===== src/rtl/sqe_pkg.sv =====
// Shared types and codes for the stack/queue engine.
package sqe_pkg;

   localparam int unsigned VALUE_W  = 32;
   localparam int unsigned MODE_W   = 3;
   localparam int unsigned STATUS_W = 3;

   localparam logic [MODE_W-1:0] MODE_PUSH  = 3'd0;
   localparam logic [MODE_W-1:0] MODE_PRINT = 3'd1;
   localparam logic [MODE_W-1:0] MODE_PEEK  = 3'd2;
   localparam logic [MODE_W-1:0] MODE_POP   = 3'd3;
   localparam logic [MODE_W-1:0] MODE_SWAP  = 3'd4;

   localparam logic [STATUS_W-1:0] STATUS_OK     = 3'd0;
   localparam logic [STATUS_W-1:0] STATUS_BADARG = 3'd1;
   localparam logic [STATUS_W-1:0] STATUS_EMPTY  = 3'd2;
   localparam logic [STATUS_W-1:0] STATUS_SHORT  = 3'd3;
   localparam logic [STATUS_W-1:0] STATUS_FULL   = 3'd4;

   // Operation that every cell applies to its value.
   typedef enum logic [2:0] {
      CELL_HOLD,
      CELL_PUSH_TOP,
      CELL_APPEND,
      CELL_SHIFT_UP,
      CELL_SWAP,
      CELL_ROTATE
   } cell_op_type;

   typedef struct packed {
      cell_op_type               op;
      logic signed [VALUE_W-1:0] push_value;
   } cell_cmd_type;

endpackage


===== src/rtl/sqe_cell.sv =====
// One storage cell of the value chain.
module sqe_cell import sqe_pkg::*; #(
   parameter int unsigned IDX = 0,
   parameter int unsigned CW  = 6
) (
   input  logic                      clock,
   input  cell_cmd_type              cmd,
   input  logic [CW-1:0]             count,
   input  logic signed [VALUE_W-1:0] head_value,
   input  logic signed [VALUE_W-1:0] prev_value,
   input  logic signed [VALUE_W-1:0] next_value,
   output logic signed [VALUE_W-1:0] value
);

   logic signed [VALUE_W-1:0] value_ff;
   logic signed [VALUE_W-1:0] value_in;

   always_comb begin
      unique case (cmd.op)
         CELL_HOLD:     value_in = value_ff;
         CELL_PUSH_TOP: value_in = prev_value;
         CELL_APPEND:   value_in = (count == CW'(IDX)) ? cmd.push_value : value_ff;
         CELL_SHIFT_UP: value_in = next_value;
         CELL_SWAP: begin
            if (IDX == 0) value_in = next_value;
            else if (IDX == 1) value_in = prev_value;
            else value_in = value_ff;
         end
         CELL_ROTATE: begin
            // held range turns one step toward the top, top wraps to the tail
            if (CW'(IDX + 1) == count) value_in = head_value;
            else if (CW'(IDX + 1) < count) value_in = next_value;
            else value_in = value_ff;
         end
         default:       value_in = value_ff;
      endcase
   end

   always_ff @(posedge clock) begin
      value_ff <= value_in;
   end

   assign value = value_ff;

endmodule


===== src/rtl/stack_queue_engine_core.sv =====
// Top level of the stack/queue engine: command port, control and cell chain.
// Push, pop, peek, swap, print-all on an empty store and unused codes: result strobed
// the cycle after start; busy stays low, so one may follow every cycle.
// Print-all with N held values: busy high from the cycle after start while the chain
// rotates once past cell 0; the N beats are registered, so they trail busy.
// Results cannot be stalled. Synchronous active-high reset empties the store
// and clears queue_mode; cell contents are not reset.
module stack_queue_engine_core import sqe_pkg::*; #(
   parameter int unsigned DEPTH = 32
) (
   input  logic                       clock,
   input  logic                       reset,
   // command beat
   input  logic                       start,
   output logic                       busy,
   input  logic [MODE_W-1:0]          req_mode,
   input  logic signed [VALUE_W-1:0]  req_push_value,
   input  logic                       req_arg_ok,
   // result beat
   output logic                       rsp_strobe,
   output logic signed [VALUE_W-1:0]  rsp_out_value,
   output logic                       rsp_out_valid,
   output logic [STATUS_W-1:0]        rsp_status,
   output logic                       rsp_last,
   // mode register write
   input  logic                       csr_valid,
   output logic                       csr_ready,
   input  logic                       csr_wdata
);

   localparam int unsigned CW = $clog2(DEPTH + 1);

   typedef enum logic {
      ST_IDLE,
      ST_PRINT
   } state_type;

   state_type                 state_ff, state_in;
   logic [CW-1:0]             count_ff, count_in;
   logic [CW-1:0]             print_idx_ff, print_idx_in;
   logic                      queue_mode_ff, queue_mode_in;
   logic                      strobe_ff, strobe_in;
   logic signed [VALUE_W-1:0] value_ff, value_in;
   logic                      valid_ff, valid_in;
   logic [STATUS_W-1:0]       status_ff, status_in;
   logic                      last_ff, last_in;

   cell_cmd_type              cmd;
   logic signed [VALUE_W-1:0] cell_value [DEPTH];
   logic                      accept;
   logic                      full;
   logic                      empty;

   assign accept    = start && (state_ff == ST_IDLE);
   assign full      = (count_ff == CW'(DEPTH));
   assign empty     = (count_ff == '0);
   assign csr_ready = 1'b1;

   // Control: decode the command, pick the chain operation, form the result.
   always_comb begin
      state_in       = state_ff;
      count_in       = count_ff;
      print_idx_in   = print_idx_ff;
      queue_mode_in  = (csr_valid && csr_ready) ? csr_wdata : queue_mode_ff;
      strobe_in      = 1'b0;
      value_in       = '0;
      valid_in       = 1'b0;
      status_in      = STATUS_OK;
      last_in        = 1'b1;
      cmd.op         = CELL_HOLD;
      cmd.push_value = req_push_value;

      unique case (state_ff)
         ST_IDLE: begin
            if (accept) begin
               strobe_in = 1'b1;
               unique case (req_mode)
                  MODE_PUSH: begin
                     if (!req_arg_ok) begin
                        status_in = STATUS_BADARG;
                     end else if (full) begin
                        status_in = STATUS_FULL;
                     end else begin
                        cmd.op   = queue_mode_ff ? CELL_APPEND : CELL_PUSH_TOP;
                        count_in = count_ff + CW'(1);
                     end
                  end
                  MODE_PRINT: begin
                     // non-empty: the beats come from the print state
                     if (!empty) begin
                        strobe_in    = 1'b0;
                        state_in     = ST_PRINT;
                        print_idx_in = '0;
                     end
                  end
                  MODE_PEEK: begin
                     valid_in = !empty;
                     value_in = empty ? '0 : cell_value[0];
                  end
                  MODE_POP: begin
                     if (empty) begin
                        status_in = STATUS_EMPTY;
                     end else begin
                        cmd.op   = CELL_SHIFT_UP;
                        count_in = count_ff - CW'(1);
                     end
                  end
                  MODE_SWAP: begin
                     if (count_ff < CW'(2)) status_in = STATUS_SHORT;
                     else cmd.op = CELL_SWAP;
                  end
                  default: begin
                  end
               endcase
            end
         end
         ST_PRINT: begin
            // one element per cycle off the top, chain rotates underneath
            cmd.op       = CELL_ROTATE;
            strobe_in    = 1'b1;
            valid_in     = 1'b1;
            value_in     = cell_value[0];
            last_in      = (print_idx_ff + CW'(1) == count_ff);
            print_idx_in = print_idx_ff + CW'(1);
            if (last_in) state_in = ST_IDLE;
         end
         default: state_in = ST_IDLE;
      endcase
   end

   always_ff @(posedge clock) begin
      if (reset) begin
         state_ff      <= ST_IDLE;
         count_ff      <= '0;
         print_idx_ff  <= '0;
         queue_mode_ff <= 1'b0;
         strobe_ff     <= 1'b0;
      end else begin
         state_ff      <= state_in;
         count_ff      <= count_in;
         print_idx_ff  <= print_idx_in;
         queue_mode_ff <= queue_mode_in;
         strobe_ff     <= strobe_in;
      end
      value_ff  <= value_in;
      valid_ff  <= valid_in;
      status_ff <= status_in;
      last_ff   <= last_in;
   end

   // Cell chain: cell 0 is the top and takes the push value as its upper neighbor;
   // the tail cell sees itself as its lower neighbor.
   for (genvar g = 0; g < DEPTH; g++) begin : g_cell
      logic signed [VALUE_W-1:0] prev_value;
      logic signed [VALUE_W-1:0] next_value;

      if (g == 0) begin : g_first
         assign prev_value = cmd.push_value;
      end else begin : g_mid_prev
         assign prev_value = cell_value[g-1];
      end

      if (g == DEPTH - 1) begin : g_tail
         assign next_value = cell_value[g];
      end else begin : g_mid_next
         assign next_value = cell_value[g+1];
      end

      sqe_cell #(
         .IDX (g),
         .CW  (CW)
      ) u_cell (
         .clock      (clock),
         .cmd        (cmd),
         .count      (count_ff),
         .head_value (cell_value[0]),
         .prev_value (prev_value),
         .next_value (next_value),
         .value      (cell_value[g])
      );
   end

   assign busy          = (state_ff == ST_PRINT);
   assign rsp_strobe    = strobe_ff;
   assign rsp_out_value = value_ff;
   assign rsp_out_valid = valid_ff;
   assign rsp_status    = status_ff;
   assign rsp_last      = last_ff;

`ifndef NO_ASSERTIONS
   // a print run never starts on an empty store
   a_print_nonempty: assert property (@(posedge clock) disable iff (reset)
      (state_ff == ST_PRINT) |-> (count_ff != '0))
      else $error("print state with empty store");

   // fill level never exceeds the chain length
   a_count_bound: assert property (@(posedge clock) disable iff (reset)
      count_ff <= CW'(DEPTH))
      else $error("entry count above depth");

   // a print run delivers its beats back to back
   a_print_contiguous: assert property (@(posedge clock) disable iff (reset)
      (rsp_strobe && !rsp_last) |=> rsp_strobe)
      else $error("gap in print beats");

   // a good push on a store with room grows it by one
   a_push_grows: assert property (@(posedge clock) disable iff (reset)
      (accept && req_mode == MODE_PUSH && req_arg_ok && !full)
      |=> (count_ff == $past(count_ff) + CW'(1)))
      else $error("push did not grow store");

   // the run index stays inside the held range
   a_print_idx: assert property (@(posedge clock) disable iff (reset)
      (state_ff == ST_PRINT) |-> (print_idx_ff < count_ff))
      else $error("print index past tail");
`endif

endmodule

===== config.mk =====
export PLATFORM = sky130hd
export DESIGN_NAME = stack_queue_engine_core
export DESIGN_NICKNAME = d
export VERILOG_FILES = /design/src/rtl/sqe_pkg.sv /design/src/rtl/sqe_cell.sv /design/src/rtl/stack_queue_engine_core.sv
export SDC_FILE = /design/constraint.sdc
export NUM_CORES = 2
export LEC_CHECK = 0
export BUFFER_PORTS_ARGS = -buffer_cell sky130_fd_sc_hd__buf_2
export CELL_PAD_IN_SITES_DETAIL_PLACEMENT = 0
export CELL_PAD_IN_SITES_GLOBAL_PLACEMENT = 1
export CORE_MARGIN = 3
export CORE_UTILIZATION = 25
export DETAILED_ROUTE_END_ITERATION = 10
export PLACE_DENSITY_LB_ADDON = 0.25
export SLEW_MARGIN = 20
export SYNTH_ARGS = -nofsm -noshare
export SYNTH_HDL_FRONTEND = slang
export SYNTH_SLANG_ARGS = --single-unit

===== constraint.sdc =====
create_clock -name clock -period 5.85 [get_ports clock]
set_input_delay 0 -clock clock [delete_from_list [all_inputs] [get_ports clock]]
set_output_delay 0 -clock clock [all_outputs]
set_load 0.01 [all_outputs]

==> reports/qor.yml <==
worst_setup_path:
  r2r_slack_ns: 1.43
  path_class: "reg2reg"
  required_ns: 6.39
  cpPeakStageDelay_ns: 0.79
  start_kind: "register"
  arrival_ns: 4.96
  r2r-end: "g_cell[12].u_cell.value[8]"
  crit_path_max_fanout: 71
  cp-end-kind: "register"
  reg2regPathDepth: 10
  crit_slowest_cell: "buf_4"
  worst_path_most_repeated_cell: "buf_4"
  crit_chain: "inv_1, ha_1, buf_4, nor3b_4, a21oi_2, a21o_4, buf_4, buf_4, and3_1, nor3_1"
  r2r_start: "count_ff[1]"
  cp_num_buf_inv: 4
  crit_family: "buffers and inverters"
  worst-path-stages: 10
logic_synthesis:
  syn_nets: 5872
  synth-adder-area-share_pct: 0.1228
  synthFlopType: "edfxtp_1"
  synth_top_area_cell: "edfxtp_1"
  synthTopCellsByArea: "edfxtp_1, mux2i_1, o211ai_1, a21oi_1, nand2_1"
  yosysWarnings: 0
  synthXorXnorAreaFrac_pct: 0.2293
  muxShareOfSynthArea_pct: 12.95
  ys_ff_latch: 1076
  yosys.area_share.simple_pct: 8.984
  synth_top_area_share_pct: 50.32
  syn-instance-count: 5825
  avgSynthCellArea_sq_um: 10.49
  ys_seq_area_share_pct: 52.02
  synth-compound-area-share_pct: 21.01
  syn-cell-area_sq_um: 61110
  synthArstFlopShare_pct: 0
  synthDistinctLibCells: 78
  synth-edff-count: 1024
  synth_top_family_by_area: "compound AO/OA/AOI/OAI gates"
sta:
  hold_viol_final: 0
  finalSetupViolCount: 0
  fmax_mhz: 226.2
  worstMarginPinSlew_ns: 1.175
  finalMaxSlewViolations: 0
  hold_ws_ns: 0.1482
  worst_clock_skew_ns: 0.03006
  rsz0062_at_grt: "no"
  tns_ns: 0
  fin_crit_sh_pct: 75.58
  fin_crit_ns: 4.421
  maxSlewHeadroom_pct: 21.64
grt:
  track_usage_pct: 19.88
  gr-total-overflow: 0
  antenna_found_initial: 12
  grt_pass1_vias: 49190
  grt_first_pass_wirelength_um: 370400
  grt_max_degree: 195
outcome:
  status: "finished clean"
floorplan:
  core_sq_um: 241900
  fp.dieW_um: 500.4
  initial_core_util_pct: 25.27
  dieHeight_um: 500.4
  dieArea_sq_um: 250400
  core.rowCount: 180
  pin_count: 81
hold_path:
  holdPathEnd: "count_ff[2]"
  min_path_type: "in2reg"
  holdPathStages: 3
  hold_start: "reset"
clock_network:
  postCtsSetupBuffers: 0
  cts.sinks: 1076
  cts-root-buf: "clkbuf_16"
  clk_latency_ns: 0.80
  cts_tree: "done"
  htree_levels: 4
  clockBufferDepth: 3
  clkTransAtPathRegs_ns: 0.06
  cts_buffers: 143
power_and_ir_drop:
  leakage_nw: 27.77
  finalPower_mw: 18.04
  p_per_area_nw_per_um2: 256.0
  ir_drop_mv: 0.3102
routing:
  drtIter0Drc: 5595
  num_vias: 50830
  drt_first_pass_iters: 6
  drtAntennaViolNets: 0
  routed_wl_um: 258500
  wl_per_cell_um: 28.87
  vias_per_cell: 5.676
  drc: 0
flow_run:
  drv_cap: 0
cells_and_area:
  fillers: 24990
  area_delta_synth_final_pct: 15.29
  seq_area_sq_um: 31790
  fin_cells: 8956
  multi_input_area_sq_um: 27300
  utilization_pct: 29.13
  final_net_count: 5697
  drive_above_1_share_pct: 11.27
placed_design:
  dp_cells: 8647
  gp_congestion: 0.7938
  portBuffers: 79
  place_hpwl_um: 150100
[cells in the mapped netlist (all sizes together), types with 5 or more instances]
| library cell | number |
|---|---|
| edfxtp | 1024 |
| nand2 | 952 |
| a21oi | 801 |
| mux2i | 724 |
| o211ai | 650 |
| clkbuf | 451 |
| buf | 210 |
| nor2 | 121 |
| nand3 | 106 |
| a221oi | 88 |
| a221o | 62 |
| mux2 | 59 |
| dfxtp | 52 |
| o21ai | 50 |
| o2111ai | 44 |
| a211oi | 42 |
| a31oi | 39 |
| inv | 38 |
| nor2b | 38 |
| and2 | 35 |
| a32oi | 33 |
| a222oi | 32 |
| a211o | 23 |
| nor3 | 20 |
| o22ai | 16 |
| xnor2 | 10 |
| and3 | 9 |
| nand2b | 9 |
| a311oi | 8 |
| or2 | 7 |
| a22o | 6 |
| ha | 6 |
| xor2 | 6 |
| a2111oi | 5 |
| a21o | 5 |
| a22oi | 5 |
[report_power, final]
part           total [mW]  switching, mW  internal (mW)  leakage [nW]
sequential           8.67          0.104           8.56          9.69
combinational       0.838          0.565          0.273          15.9
clock                8.53           3.67           4.86          2.14
[timing repair]
action                                 CTS  global route
hold buffers                            42             0
resized for setup                        0             0
endpoints found under the hold margin  145             0
[cell families (layout without fill, tap and decap cells)]
kind of cell / after synthesis / after routing
AOI/OAI and AO/OA: 1927 / 1927
xor gates and xnor gates: 16 / 16
adders and majority gates: 6 / 6
buffers and inverters: 699 / 634
DFF: 1076 / 1076
muxes: 783 / 783
other: 1 / 12
and+or+nand+nor: 1317 / 1317
[worst min-delay path, delay by kind of cell]
family / cells / cell delay [ns]
buf+inv: 2 / 0.76
simple gates: 1 / 0.13
[area by class of cell]
type | instances | area share [%]
antenna | 11 | 0.03907
clock inverter | 66 | 0.7796
sequential | 1076 | 45.13
clock buffer | 189 | 5.471
tap | 3185 | 5.656
multi-input combinational | 4050 | 38.75
inverter | 38 | 0.2131
timing repair buffer | 341 | 3.962
[cell usage in the layout (no fill, tap or decap), types with 39 or more instances in the layout]
| cell type | netlist | final |
|---|---|---|
| nand3_1 | 106 | 96 |
| a21oi_1 | 800 | 799 |
| o2111ai_1 | 43 | 43 |
| buf_2 | 162 | 79 |
| clkbuf_1 | 451 | 39 |
| dfxtp_1 | 52 | 51 |
| dlygate4sd3_1 | 0 | 42 |
| clkbuf_16 | 0 | 146 |
| buf_4 | 3 | 194 |
| mux2i_1 | 724 | 724 |
| a221o_1 | 62 | 62 |
| edfxtp_1 | 1024 | 1024 |
| mux2_2 | 58 | 58 |
| o21ai_0 | 50 | 50 |
| o211ai_1 | 650 | 650 |
| nand2_1 | 951 | 936 |
| a221oi_1 | 88 | 69 |
| nor2_1 | 120 | 111 |
| a31oi_1 | 39 | 39 |
[state kept, by name (all words and copies together) (netlist names)]
name,flops
count_ff,6
rsp_last,1
g_cell.u_cell.value,1024
queue_mode_ff,1
busy,1
rsp_out_value,32
rsp_out_valid,1
rsp_status,3
rsp_strobe,1
print_idx_ff,6
[per-stage QoR]
stage / worst slack [ns] / instance area [sq um]
floorplan: 0.7648 / 61110
global placement: 1.567 / 65560
detailed placement: 1.515 / 65570
CTS: 1.511 / 70400
global route: 1.290 / 70430
finish: 1.429 / 70460
[how the worst max path moves through the flow]
stage	slack (ns)	startpoint	to
after floorplan	0.76	count_ff[1]	g_cell[1].u_cell.value[0]
after global placement	1.57	count_ff[1]	g_cell[12].u_cell.value[10]
after detailed placement	1.51	count_ff[1]	g_cell[12].u_cell.value[8]
after CTS	1.51	count_ff[1]	g_cell[12].u_cell.value[8]
after global routing	1.29	count_ff[1]	g_cell[12].u_cell.value[10]
final	1.43	count_ff[1]	g_cell[12].u_cell.value[8]
[per-layer routing]
| layer | routed length, um | vias to the layer above | track usage (%) |
|---|---|---|---|
| met5 | 13 | - | 0 |
| met4 | 7514 | 2 | 5.878 |
| met3 | 16450 | 358 | 2.491 |
| met2 | 118000 | 2150 | 31.48 |
| met1 | 116500 | 26310 | 28.25 |
| li1 | - | 22020 | - |
Power figures use the tool's default switching activity.
